`src/rtl/core/srctok_pkg.sv`:
```
// srctok_pkg: shared types, token kind codes, character constants and
// character classification for the source tokenizer.
// No dependencies.
package srctok_pkg;

  // Default offset counter width
  localparam int OFFSET_BITS_DEF = 16;

  // Reported offset and length width (fixed by the result format)
  localparam int              RES_W   = 16;
  localparam logic [RES_W-1:0] RES_MAX = 16'hFFFF;

  // Result queue geometry
  localparam int Q_DEPTH = 4;
  localparam int PTR_W   = 2;
  localparam int CNT_W   = 3;

  // Lexer mode
  typedef enum logic [2:0] {
    MODE_IDLE  = 3'd0,
    MODE_IDENT = 3'd1,
    MODE_INT   = 3'd2,
    MODE_COLON = 3'd3,
    MODE_ERR   = 3'd4
  } mode_t;

  // Token kinds
  localparam logic [3:0] KIND_IDENT     = 4'd0;
  localparam logic [3:0] KIND_ASSIGN    = 4'd1;
  localparam logic [3:0] KIND_WHILE     = 4'd2;
  localparam logic [3:0] KIND_LT        = 4'd3;
  localparam logic [3:0] KIND_INT       = 4'd4;
  localparam logic [3:0] KIND_LBRACE    = 4'd5;
  localparam logic [3:0] KIND_RBRACE    = 4'd6;
  localparam logic [3:0] KIND_LPAREN    = 4'd7;
  localparam logic [3:0] KIND_RPAREN    = 4'd8;
  localparam logic [3:0] KIND_PLUS      = 4'd9;
  localparam logic [3:0] KIND_EOF       = 4'd10;
  localparam logic [3:0] KIND_BAD_COLON = 4'd11;
  localparam logic [3:0] KIND_BAD_CHAR  = 4'd12;

  // Characters
  localparam logic [7:0] CH_NUL    = 8'h00;
  localparam logic [7:0] CH_TAB    = 8'h09;
  localparam logic [7:0] CH_LF     = 8'h0A;
  localparam logic [7:0] CH_CR     = 8'h0D;
  localparam logic [7:0] CH_SPACE  = 8'h20;
  localparam logic [7:0] CH_LPAREN = 8'h28;
  localparam logic [7:0] CH_RPAREN = 8'h29;
  localparam logic [7:0] CH_PLUS   = 8'h2B;
  localparam logic [7:0] CH_COLON  = 8'h3A;
  localparam logic [7:0] CH_LT     = 8'h3C;
  localparam logic [7:0] CH_EQUAL  = 8'h3D;
  localparam logic [7:0] CH_UNDER  = 8'h5F;
  localparam logic [7:0] CH_LBRACE = 8'h7B;
  localparam logic [7:0] CH_RBRACE = 8'h7D;

  // Keyword "while"
  localparam logic [2:0] KW_LEN = 3'd5;

  // One queued result
  typedef struct packed {
    logic [3:0]       kind;
    logic [RES_W-1:0] start;
    logic [RES_W-1:0] len;
    logic             last;
  } res_t;

  function automatic logic [7:0] kw_char(input logic [2:0] idx);
    logic [7:0] ch;
    unique case (idx)
      3'd0:    ch = 8'h77; // w
      3'd1:    ch = 8'h68; // h
      3'd2:    ch = 8'h69; // i
      3'd3:    ch = 8'h6C; // l
      3'd4:    ch = 8'h65; // e
      default: ch = CH_NUL;
    endcase
    return ch;
  endfunction

  function automatic logic is_space(input logic [7:0] c);
    return (c == CH_SPACE) || (c == CH_TAB) || (c == CH_LF) || (c == CH_CR);
  endfunction

  function automatic logic is_digit(input logic [7:0] c);
    return (c >= 8'h30) && (c <= 8'h39);
  endfunction

  function automatic logic is_ident_start(input logic [7:0] c);
    return ((c >= 8'h41) && (c <= 8'h5A)) || ((c >= 8'h61) && (c <= 8'h7A)) ||
           (c == CH_UNDER);
  endfunction

  function automatic logic is_punct(input logic [7:0] c);
    return (c == CH_LPAREN) || (c == CH_RPAREN) || (c == CH_LBRACE) ||
           (c == CH_RBRACE) || (c == CH_LT) || (c == CH_PLUS);
  endfunction

  function automatic logic [3:0] punct_kind(input logic [7:0] c);
    logic [3:0] k;
    priority case (c)
      CH_LPAREN: k = KIND_LPAREN;
      CH_RPAREN: k = KIND_RPAREN;
      CH_LBRACE: k = KIND_LBRACE;
      CH_RBRACE: k = KIND_RBRACE;
      CH_LT:     k = KIND_LT;
      default:   k = KIND_PLUS;
    endcase
    return k;
  endfunction

endpackage

```
`src/rtl/core/source_tokenizer.sv`:
```
// source_tokenizer: streaming lexer, one source byte per item in, one token per item out.
// With an empty queue, the first token of a byte is offered the cycle after the byte is
// accepted; a second token from the same byte follows it in the queue.
// Throughput: one byte per cycle unless in_stall; a byte gives 0..2 tokens into a 4-entry
// queue, one token out per cycle unless out_stall; in_stall rises under two free slots.
// Reset (rst_n low, synchronous): mode idle, offsets and keyword match cleared, queue empty.
// Depends on srctok_pkg.
module source_tokenizer #(
  parameter int OFFSET_BITS = srctok_pkg::OFFSET_BITS_DEF
) (
  input  logic                          clk,
  input  logic                          rst_n,
  // byte input
  input  logic                          in_valid,
  output logic                          in_stall,
  input  logic [7:0]                    in_byte_req,
  // token output
  output logic                          out_valid,
  input  logic                          out_stall,
  output logic [3:0]                    out_kind,
  output logic [srctok_pkg::RES_W-1:0]  out_start_res,
  output logic [srctok_pkg::RES_W-1:0]  out_length,
  output logic                          out_last_of_run
);
  import srctok_pkg::*;

  localparam int EXT_W = (OFFSET_BITS > RES_W) ? OFFSET_BITS : RES_W;

  // Clamp an offset to the reported width
  function automatic logic [RES_W-1:0] clamp_res(input logic [OFFSET_BITS-1:0] v);
    logic [EXT_W-1:0] ext;
    ext = EXT_W'(v);
    if (ext > EXT_W'(RES_MAX)) begin
      return RES_MAX;
    end
    return ext[RES_W-1:0];
  endfunction

  // Lexer state
  mode_t                  mode_r, mode_nxt;
  logic [OFFSET_BITS-1:0] pos_r, pos_nxt;
  logic [OFFSET_BITS-1:0] tok_base_r, tok_base_nxt;
  logic [2:0]             kw_prog_r, kw_prog_nxt;
  logic                   kw_miss_r, kw_miss_nxt;

  // Result queue
  res_t                   q_r [Q_DEPTH];
  logic [PTR_W-1:0]       wr_ptr_r, rd_ptr_r;
  logic [CNT_W-1:0]       cnt_r, cnt_nxt;

  logic                   in_fire, out_fire;
  logic [7:0]             c;
  logic [OFFSET_BITS-1:0] pos_adv;
  logic [OFFSET_BITS-1:0] tok_len;
  logic                   cont_tok;   // byte extends the pending ident/int
  logic                   fresh_path; // byte is handled as a new token start
  logic                   kw_hit;

  logic                   flush_v, fresh_v;
  res_t                   flush_res, fresh_res;
  res_t                   push_a, push_b;
  logic [1:0]             push_n;

  assign in_fire  = in_valid && !in_stall;
  assign out_fire = out_valid && !out_stall;
  assign c        = in_byte_req;

  assign pos_adv  = (pos_r == '1) ? pos_r : pos_r + OFFSET_BITS'(1);
  assign tok_len  = pos_r - tok_base_r;
  assign kw_hit   = !kw_miss_r && (kw_prog_r == KW_LEN);

  // Classify the byte against the current mode
  always_comb begin
    cont_tok   = 1'b0;
    fresh_path = 1'b0;
    unique case (mode_r)
      MODE_IDENT: begin
        cont_tok   = is_ident_start(c) || is_digit(c);
        fresh_path = !cont_tok;
      end
      MODE_INT: begin
        cont_tok   = is_digit(c);
        fresh_path = !cont_tok;
      end
      MODE_COLON, MODE_ERR: begin
        fresh_path = 1'b0;
      end
      default: begin
        fresh_path = 1'b1;
      end
    endcase
  end

  // Next state: mode, offsets, keyword match
  always_comb begin
    mode_nxt     = mode_r;
    pos_nxt      = pos_r;
    tok_base_nxt = tok_base_r;
    kw_prog_nxt  = kw_prog_r;
    kw_miss_nxt  = kw_miss_r;
    if (mode_r == MODE_ERR) begin
      if (c == CH_NUL) begin
        mode_nxt     = MODE_IDLE;
        pos_nxt      = '0;
        tok_base_nxt = '0;
        kw_prog_nxt  = '0;
        kw_miss_nxt  = 1'b0;
      end else begin
        pos_nxt = pos_adv;
      end
    end else if (mode_r == MODE_COLON) begin
      if (c == CH_EQUAL) begin
        mode_nxt = MODE_IDLE;
        pos_nxt  = pos_adv;
      end else if (c == CH_NUL) begin
        mode_nxt     = MODE_IDLE;
        pos_nxt      = '0;
        tok_base_nxt = '0;
        kw_prog_nxt  = '0;
        kw_miss_nxt  = 1'b0;
      end else begin
        mode_nxt = MODE_ERR;
        pos_nxt  = pos_adv;
      end
    end else if (cont_tok) begin
      pos_nxt = pos_adv;
      // keyword match only tracked for identifiers
      if (mode_r == MODE_IDENT && !kw_miss_r) begin
        if (kw_prog_r < KW_LEN && c == kw_char(kw_prog_r)) begin
          kw_prog_nxt = kw_prog_r + 3'd1;
        end else begin
          kw_miss_nxt = 1'b1;
        end
      end
    end else begin
      mode_nxt = MODE_IDLE;
      priority if (c == CH_NUL) begin
        pos_nxt      = '0;
        tok_base_nxt = '0;
        kw_prog_nxt  = '0;
        kw_miss_nxt  = 1'b0;
      end else if (is_space(c) || is_punct(c)) begin
        pos_nxt = pos_adv;
      end else if (c == CH_COLON) begin
        tok_base_nxt = pos_r;
        mode_nxt     = MODE_COLON;
        pos_nxt      = pos_adv;
      end else if (is_ident_start(c)) begin
        tok_base_nxt = pos_r;
        mode_nxt     = MODE_IDENT;
        pos_nxt      = pos_adv;
        kw_prog_nxt  = (c == kw_char(3'd0)) ? 3'd1 : 3'd0;
        kw_miss_nxt  = (c != kw_char(3'd0));
      end else if (is_digit(c)) begin
        tok_base_nxt = pos_r;
        mode_nxt     = MODE_INT;
        pos_nxt      = pos_adv;
      end else begin
        mode_nxt = MODE_ERR;
        pos_nxt  = pos_adv;
      end
    end
  end

  // Results: a pending token closed by this byte, then a token the byte starts itself
  always_comb begin
    flush_v   = 1'b0;
    flush_res = '{kind: KIND_IDENT, start: clamp_res(tok_base_r),
                  len: clamp_res(tok_len), last: 1'b0};
    fresh_v   = 1'b0;
    fresh_res = '{kind: KIND_EOF, start: clamp_res(pos_r), len: '0, last: 1'b1};
    if (mode_r == MODE_COLON) begin
      flush_v = 1'b1;
      if (c == CH_EQUAL) begin
        flush_res.kind = KIND_ASSIGN;
        flush_res.len  = RES_W'(2);
      end else begin
        flush_res.kind = KIND_BAD_COLON;
        flush_res.len  = RES_W'(1);
      end
    end else if (fresh_path && mode_r == MODE_IDENT) begin
      flush_v        = 1'b1;
      flush_res.kind = kw_hit ? KIND_WHILE : KIND_IDENT;
    end else if (fresh_path && mode_r == MODE_INT) begin
      flush_v        = 1'b1;
      flush_res.kind = KIND_INT;
    end
    if (fresh_path) begin
      priority if (c == CH_NUL) begin
        fresh_v = 1'b1;
      end else if (is_punct(c)) begin
        fresh_v        = 1'b1;
        fresh_res.kind = punct_kind(c);
        fresh_res.len  = RES_W'(1);
      end else if (!is_space(c) && c != CH_COLON && !is_ident_start(c) &&
                   !is_digit(c)) begin
        fresh_v        = 1'b1;
        fresh_res.kind = KIND_BAD_CHAR;
        fresh_res.len  = RES_W'(1);
      end else begin
        fresh_v = 1'b0;
      end
    end
    flush_res.last = !fresh_v;
  end

  // Queue write ordering
  always_comb begin
    push_a = flush_v ? flush_res : fresh_res;
    push_b = fresh_res;
    push_n = in_fire ? (2'(flush_v) + 2'(fresh_v)) : 2'd0;
  end

  assign cnt_nxt   = cnt_r + CNT_W'(push_n) - CNT_W'(out_fire);
  assign in_stall  = (cnt_r > CNT_W'(Q_DEPTH - 2));
  assign out_valid = (cnt_r != '0);

  // Control registers
  always_ff @(posedge clk) begin
    if (!rst_n) begin
      mode_r     <= MODE_IDLE;
      pos_r      <= '0;
      tok_base_r <= '0;
      kw_prog_r  <= '0;
      kw_miss_r  <= 1'b0;
      wr_ptr_r   <= '0;
      rd_ptr_r   <= '0;
      cnt_r      <= '0;
    end else begin
      if (in_fire) begin
        mode_r     <= mode_nxt;
        pos_r      <= pos_nxt;
        tok_base_r <= tok_base_nxt;
        kw_prog_r  <= kw_prog_nxt;
        kw_miss_r  <= kw_miss_nxt;
      end
      wr_ptr_r <= wr_ptr_r + PTR_W'(push_n);
      rd_ptr_r <= rd_ptr_r + PTR_W'(out_fire);
      cnt_r    <= cnt_nxt;
    end
  end

  // Queue storage, no reset
  always_ff @(posedge clk) begin
    if (push_n != 2'd0) begin
      q_r[wr_ptr_r] <= push_a;
    end
    if (push_n == 2'd2) begin
      q_r[wr_ptr_r + PTR_W'(1)] <= push_b;
    end
  end

  // Head of queue drives the output
  assign out_kind        = q_r[rd_ptr_r].kind;
  assign out_start_res   = q_r[rd_ptr_r].start;
  assign out_length      = q_r[rd_ptr_r].len;
  assign out_last_of_run = q_r[rd_ptr_r].last;

`ifndef SYNTHESIS
  // queue never overfills
  a_cnt_bound: assert property (@(posedge clk) disable iff (!rst_n)
    cnt_r <= CNT_W'(Q_DEPTH))
    else $error("result queue overflow");

  // error mode drops bytes silently
  a_err_silent: assert property (@(posedge clk) disable iff (!rst_n)
    (in_fire && mode_r == MODE_ERR) |-> (push_n == 2'd0))
    else $error("token emitted in error mode");

  // two tokens only when a pending ident or int is closed
  a_two_src: assert property (@(posedge clk) disable iff (!rst_n)
    (push_n == 2'd2) |-> (mode_r == MODE_IDENT || mode_r == MODE_INT))
    else $error("double result from wrong mode");

  // token start never lies past the current offset
  a_start_order: assert property (@(posedge clk) disable iff (!rst_n)
    tok_base_r <= pos_r)
    else $error("token start beyond position");

  // end of text always restarts the offset
  a_nul_restart: assert property (@(posedge clk) disable iff (!rst_n)
    (in_fire && in_byte_req == CH_NUL) |=> (pos_r == '0 && mode_r == MODE_IDLE))
    else $error("end of text did not restart");
`endif

endmodule

```
`config.mk`:
```
export PLATFORM = sky130hd
export DESIGN_NAME = source_tokenizer
export DESIGN_NICKNAME = d
export VERILOG_FILES = /design/src/rtl/core/srctok_pkg.sv /design/src/rtl/core/source_tokenizer.sv
export SDC_FILE = /design/constraint.sdc
export NUM_CORES = 1
export LEC_CHECK = 0
export BUFFER_PORTS_ARGS = -buffer_cell sky130_fd_sc_hd__clkbuf_2
export CORE_ASPECT_RATIO = 1.5
export CORE_MARGIN = 4
export CORE_UTILIZATION = 60
export DETAILED_ROUTE_END_ITERATION = 8
export HOLD_SLACK_MARGIN = 0.02
export PLACE_DENSITY_LB_ADDON = 0.12
export RECOVER_POWER = 25
export SETUP_SLACK_MARGIN = 0.2
export SLEW_MARGIN = 20
export SYNTH_ARGS = -nofsm -noshare
export SYNTH_HDL_FRONTEND = slang
export SYNTH_SLANG_ARGS = --single-unit
```
`constraint.sdc`:
```
create_clock -name clk -period 11.5 [get_ports clk]
set_input_delay 2.3 -clock clk [delete_from_list [all_inputs] [get_ports clk]]
set_output_delay 2.3 -clock clk [all_outputs]
set_load 0.01 [all_outputs]
```
## Yosys cells after proc, flatten, opt, wreduce, memory -nomap -nowiden

Memory sizes are Yosys's and may differ from the RTL's. A register that Yosys moved wholly into a read port is not among the register bits.
Cells that the tools add are included.

| storage, ports and cells | value |
|---|---|
| bits in writable memories | 148 |
| input bits | 12 |
| memories | 1 |
| register bits after elaboration | 46 |

| cells by class | value |
|---|---|
| equality and inequality tests | 37 |
| mux-type cells | 96 |
| magnitude comparators | 11 |
| reductions and logical operators | 44 |
| $add $sub $neg | 9 |

Memories:

| memory | words | bits a word | read ports | clocked after Yosys merged registers in | write ports | RTL line | text |
|---|---|---|---|---|---|---|---|
| q_r | 4 | 37 | 1 | 1 | 2 | source_tokenizer.sv:47 | `res_t q_r [Q_DEPTH];` |

Operator list:

| operator | count |
|---|---|
| $mux W16 | 23 |
| $mux W3 | 25 |
| $eq A8 B6 Y1 const B | 7 |
| $gt A16 B16 Y1 const B | 3 |
| $mux W37 | 1 |
| $pmux W7 S5 | 1 |
| $eq A8 B7 Y1 const B | 4 |
| $mux W8 | 4 |
| $mux W1 | 30 |
| $eq A8 B4 Y1 const B | 3 |
| $mux W4 | 5 |
| $pmux W4 S5 | 1 |
| $add A16 B1 Y16 const B | 1 |
| $eq A16 B16 Y1 const B | 1 |
| $ge A8 B7 Y1 const B | 2 |
| $le A8 B7 Y1 const B | 2 |
| $sub A16 B16 Y16 | 1 |
| $reduce_and A7 Y1 | 2 |
| $logic_and A1 B1 Y1 | 13 |
| $eq A3 B2 Y1 const B | 4 |
| $logic_or A1 B1 Y1 | 12 |
| $ne A5 B3 Y1 const B | 2 |
| $eq A3 B3 Y1 const B | 3 |
| $eq A8 B8 Y1 | 1 |
| 34 further kinds | 46 |

## Logic depth before layout (Yosys ltp)

| depth | value |
|---|---|
| depth after elaboration | 17 |
| mapped depth | 18 |
| depth with buffers taken out | 16 |

## Least setup slack after synthesis

OpenSTA, ideal clock, no wires.

| timing | value |
|---|---|
| path kind | input-to-reg |
| from | in in_byte_req[6] |
| to | mem q_r[1][17] (netlist name) (enable) |
| stages on the path | 13 |
| library setup time | 377 ps |
| arrival | 5430 ps |
| buffers on the path | 3 |
| slack | 5693 ps |
| path through | clkbuf_1 or4b_2 o22a_1 o22ai_1 or3_1 a21oi_1 ha_1 clkbuf_1 mux2_2 nand2_1 or2_2 clkbuf_1 inv_1 |

RTL lines:

| item | RTL line | text |
|---|---|---|
| start, declared | source_tokenizer.sv:16 | `input logic [7:0] in_byte_req,` |
| end, declared | source_tokenizer.sv:47 |  |

==> results.toml <==
[cells_and_area]
final_core_util_pct = 66.37
drive_above_1_share_pct = 11.23
diodes = 0
layout_common_cells = "a22o_1, dfxtp_1, edfxtp_1, nand2_1, nor2_1"
area_delta_synth_final_pct = 7.853
seq_area_um2 = 4727
nFillCells = 1247
finalNetCount = 990
multi_input_area_um2 = 4838

[drt]
drc = 0
viasPerCell = 6.813
dr_total_vias = 7957
ant_nets = 0
avgRoutedWirePerCell_um = 23.01
drt-total-wl_um = 26880
drtPass1Iterations = 6
drt-initial-drc-count = 758

[worst_hold_path]
hold_path_end = "q_r[0][16]"
holdPathStages = 2
hp-class = "flip-flop to flip-flop"
worstHoldStart = "q_r[0][16]"

[clock_network]
post_cts_resized = 0
root_buffer = "clkbuf_16"
path_clk_slew_ps = 70
cts.sinks = 194
cts_setup_buffers = 0
clock_latency_ps = 440
cts_tree = "done"
holdBufCountCts = 0
numCtsBuffers = 17
cts.htree.levels = 4
clock_path_buffers = 2

[timing]
hold_violations = 0
finalSetupViolations = 0
min_period_ps = 6505
fmax_mhz = 153.7
rsz0062_at_grt = "false"
fin_skew_ps = 14.36
final.period_utilization_pct = 56.56
slew_viol_final = 56
relSlewSlack_pct = -123.9
setup-tns-final_ps = 0
max_slew.worst_pin.slew_ps = 3359

[power]
power_frac_comb_pct = 22.9
p_sw_share_pct = 32.16
p_seq_share_pct = 44.5
power.leakage_uw = 0.003710
p_int_uw = 1231
peakVddDrop_v = 0.00008709
p_switching_uw = 583.4
power_density_nw_per_um2 = 168.1
p_clk_share_pct = 32.6

[yosys]
synthFlopType = "dfxtp_1"
avgSynthCellArea_um2 = 10.67
ys_seq_elements = 194
synth_area_leaders = "edfxtp_1, dfxtp_1, a22o_1, mux4_2, ha_1"
ys_types = 71
netlist_area_um2 = 10010
syn_inst = 938
synth_edf_count = 84
synth-seq-area-share_pct = 47.22
ys_warn_count = 0
synth_top_area_share_pct = 25.21
syn-num-nets = 979
ys_async_sr_fraction_pct = 0
synth_area_leader_cell = "edfxtp_1"

[floorplan]
dieHeight_um = 166.2
dieArea_um2 = 18850
io_pins = 51
die_x_um = 113.4
num_rows = 57
fp.coreArea_um2 = 16260
start_util_pct = 61.53

[global_routing]
grt_usage_pct = 28.82
grt_first_pass_wirelength_um = 42790
grt_overflow = 0
antenna_found_initial = 0
grt_pass1_vias = 8105
grt_max_degree = 39

[worst_setup_path]
ff2ff_path_depth = 9
worstSetupPathType = "input pin to flip-flop"
reg2reg_from = "mode_r[1]"
crit_arrival_ps = 6800
crit_path_start_kind = "input pin"
r2r-end = "q_r[3][17]"
crit_path_end_kind = "flip-flop"
worstPathRequired_ps = 11790
rrSetupSlack_ps = 7150
critPathMaxFanout = 23

[flow_run]
max_cap_viol_count = 2

[place]
post-dp-hpwl_um = 18460
place_congestion = 0.9960
portBuffers = 50

[run_status]
violations = "max-capacitance violations, max-slew violations"
status = "complete, but fails checks"
cell families after synthesis:
kind of cell | count (synthesis) | share of synthesized area, %
adder cells (fa/ha/maj) | 29 | 3.776
buffers and inverters | 101 | 4.126
flip-flops | 194 | 47.22
AO/OA/AOI/OAI | 285 | 20.92
AND/OR/NAND/NOR | 261 | 12.87
multiplexers | 40 | 8.641
XOR/XNOR | 28 | 2.451
Yosys cell counts (3+ instances only):
cell	number
nor2_1	55
mux4_2	37
nand2b_1	8
and2_1	10
xor2_1	11
o22ai_1	33
or2_2	4
edfxtp_1	84
o211ai_1	5
o22ai_2	4
a21oi_1	42
o31ai_1	3
dfxtp_1	110
or3_1	14
a21o_1	7
nor4_1	4
o21ai_1	6
nor2b_1	7
nor3_1	22
ha_1	27
clkbuf_1	41
nand3b_1	4
a31oi_1	5
a22o_1	108
buf_2	9
nor2_2	5
inv_1	36
o21ai_0	37
xnor2_1	17
o22a_1	3
and4_1	3
nand4_1	9
nand2_1	78
o21a_1	3
buf_1	11
and3_1	4
nand3_1	25
per-stage QoR:
| stage | instance area [um^2] | total power, uW | hold WS [ps] | setup WS, ps | cells |
|---|---|---|---|---|---|
| floorplan | 10010 | 1113 | 419.8 | 5693 | 938 |
| global placement | 10290 | 1234 | 431.4 | 5044 | 1136 |
| detailed placement | 10290 | 1246 | 442.9 | 4926 | 1136 |
| CTS | 10880 | 1828 | 460.3 | 5350 | 1168 |
| global route | 10790 | 1892 | 487.5 | 4613 | 1168 |
| finish | 10790 | 1814 | 462.8 | 4995 | 1168 |
worst max-delay path by stage:
stage | from | end | slack [ps] | cells after the start
detailed placement | in_byte_req[2] | q_r[3][19] | 4930 | 12
global placement | in_byte_req[2] | q_r[1][18] | 5040 | 11
floorplan | in_byte_req[6] | q_r[1][17] | 5690 | 13
finish | in_byte_req[2] | q_r[3][17] | 5000 | 12
CTS | in_byte_req[2] | q_r[3][17] | 5350 | 12
global route | rd_ptr_r[0] | out_length[1] | 4610 | 3
flip-flops by register name, indices dropped and copies added, names as in the netlist:
signal / count
kw_miss_r: 1
wr_ptr_r: 2
pos_r: 16
rd_ptr_r: 2
kw_prog_r: 3
mode_r: 3
tok_base_r: 16
q_r: 148
cnt_r: 3
final cells by class:
class | instances | share of cell area [%]
multi-input combinational | 643 | 44.83
sequential | 194 | 43.80
clock buffer | 18 | 3.977
tap | 206 | 2.388
timing repair buffer | 57 | 2.296
clock inverter | 14 | 1.449
inverter | 36 | 1.252
routing by layer:
metal / track usage [%] / wire length (um) / vias up
met5: 0 / 0 / -
met4: 11.77 / 810 / 0
met3: 4.885 / 1746 / 69
met2: 52.55 / 14680 / 371
met1: 32.94 / 9646 / 3910
li1: - / - / 3607
power by group through the flow:
stage	clock (uW)	combinational, uW	sequential (uW)
CTS	596	426	806
global route	628	452	812
global placement	0	416	818
finish	592	415	807
detailed placement	0	424	822
floorplan	0	318	796
critical path, cell delays in order:
cell and delay, ps:
clkbuf_1 380, or4_1 630, a21oi_1 270, o21ai_0 180, a211o_1 420, a21oi_1 180, ha_1 340, nor2_1 110
nor2_1 230, nand3_1 590, nor2_2 890, a22o_1 240
Power figures use the tool's default switching activity.
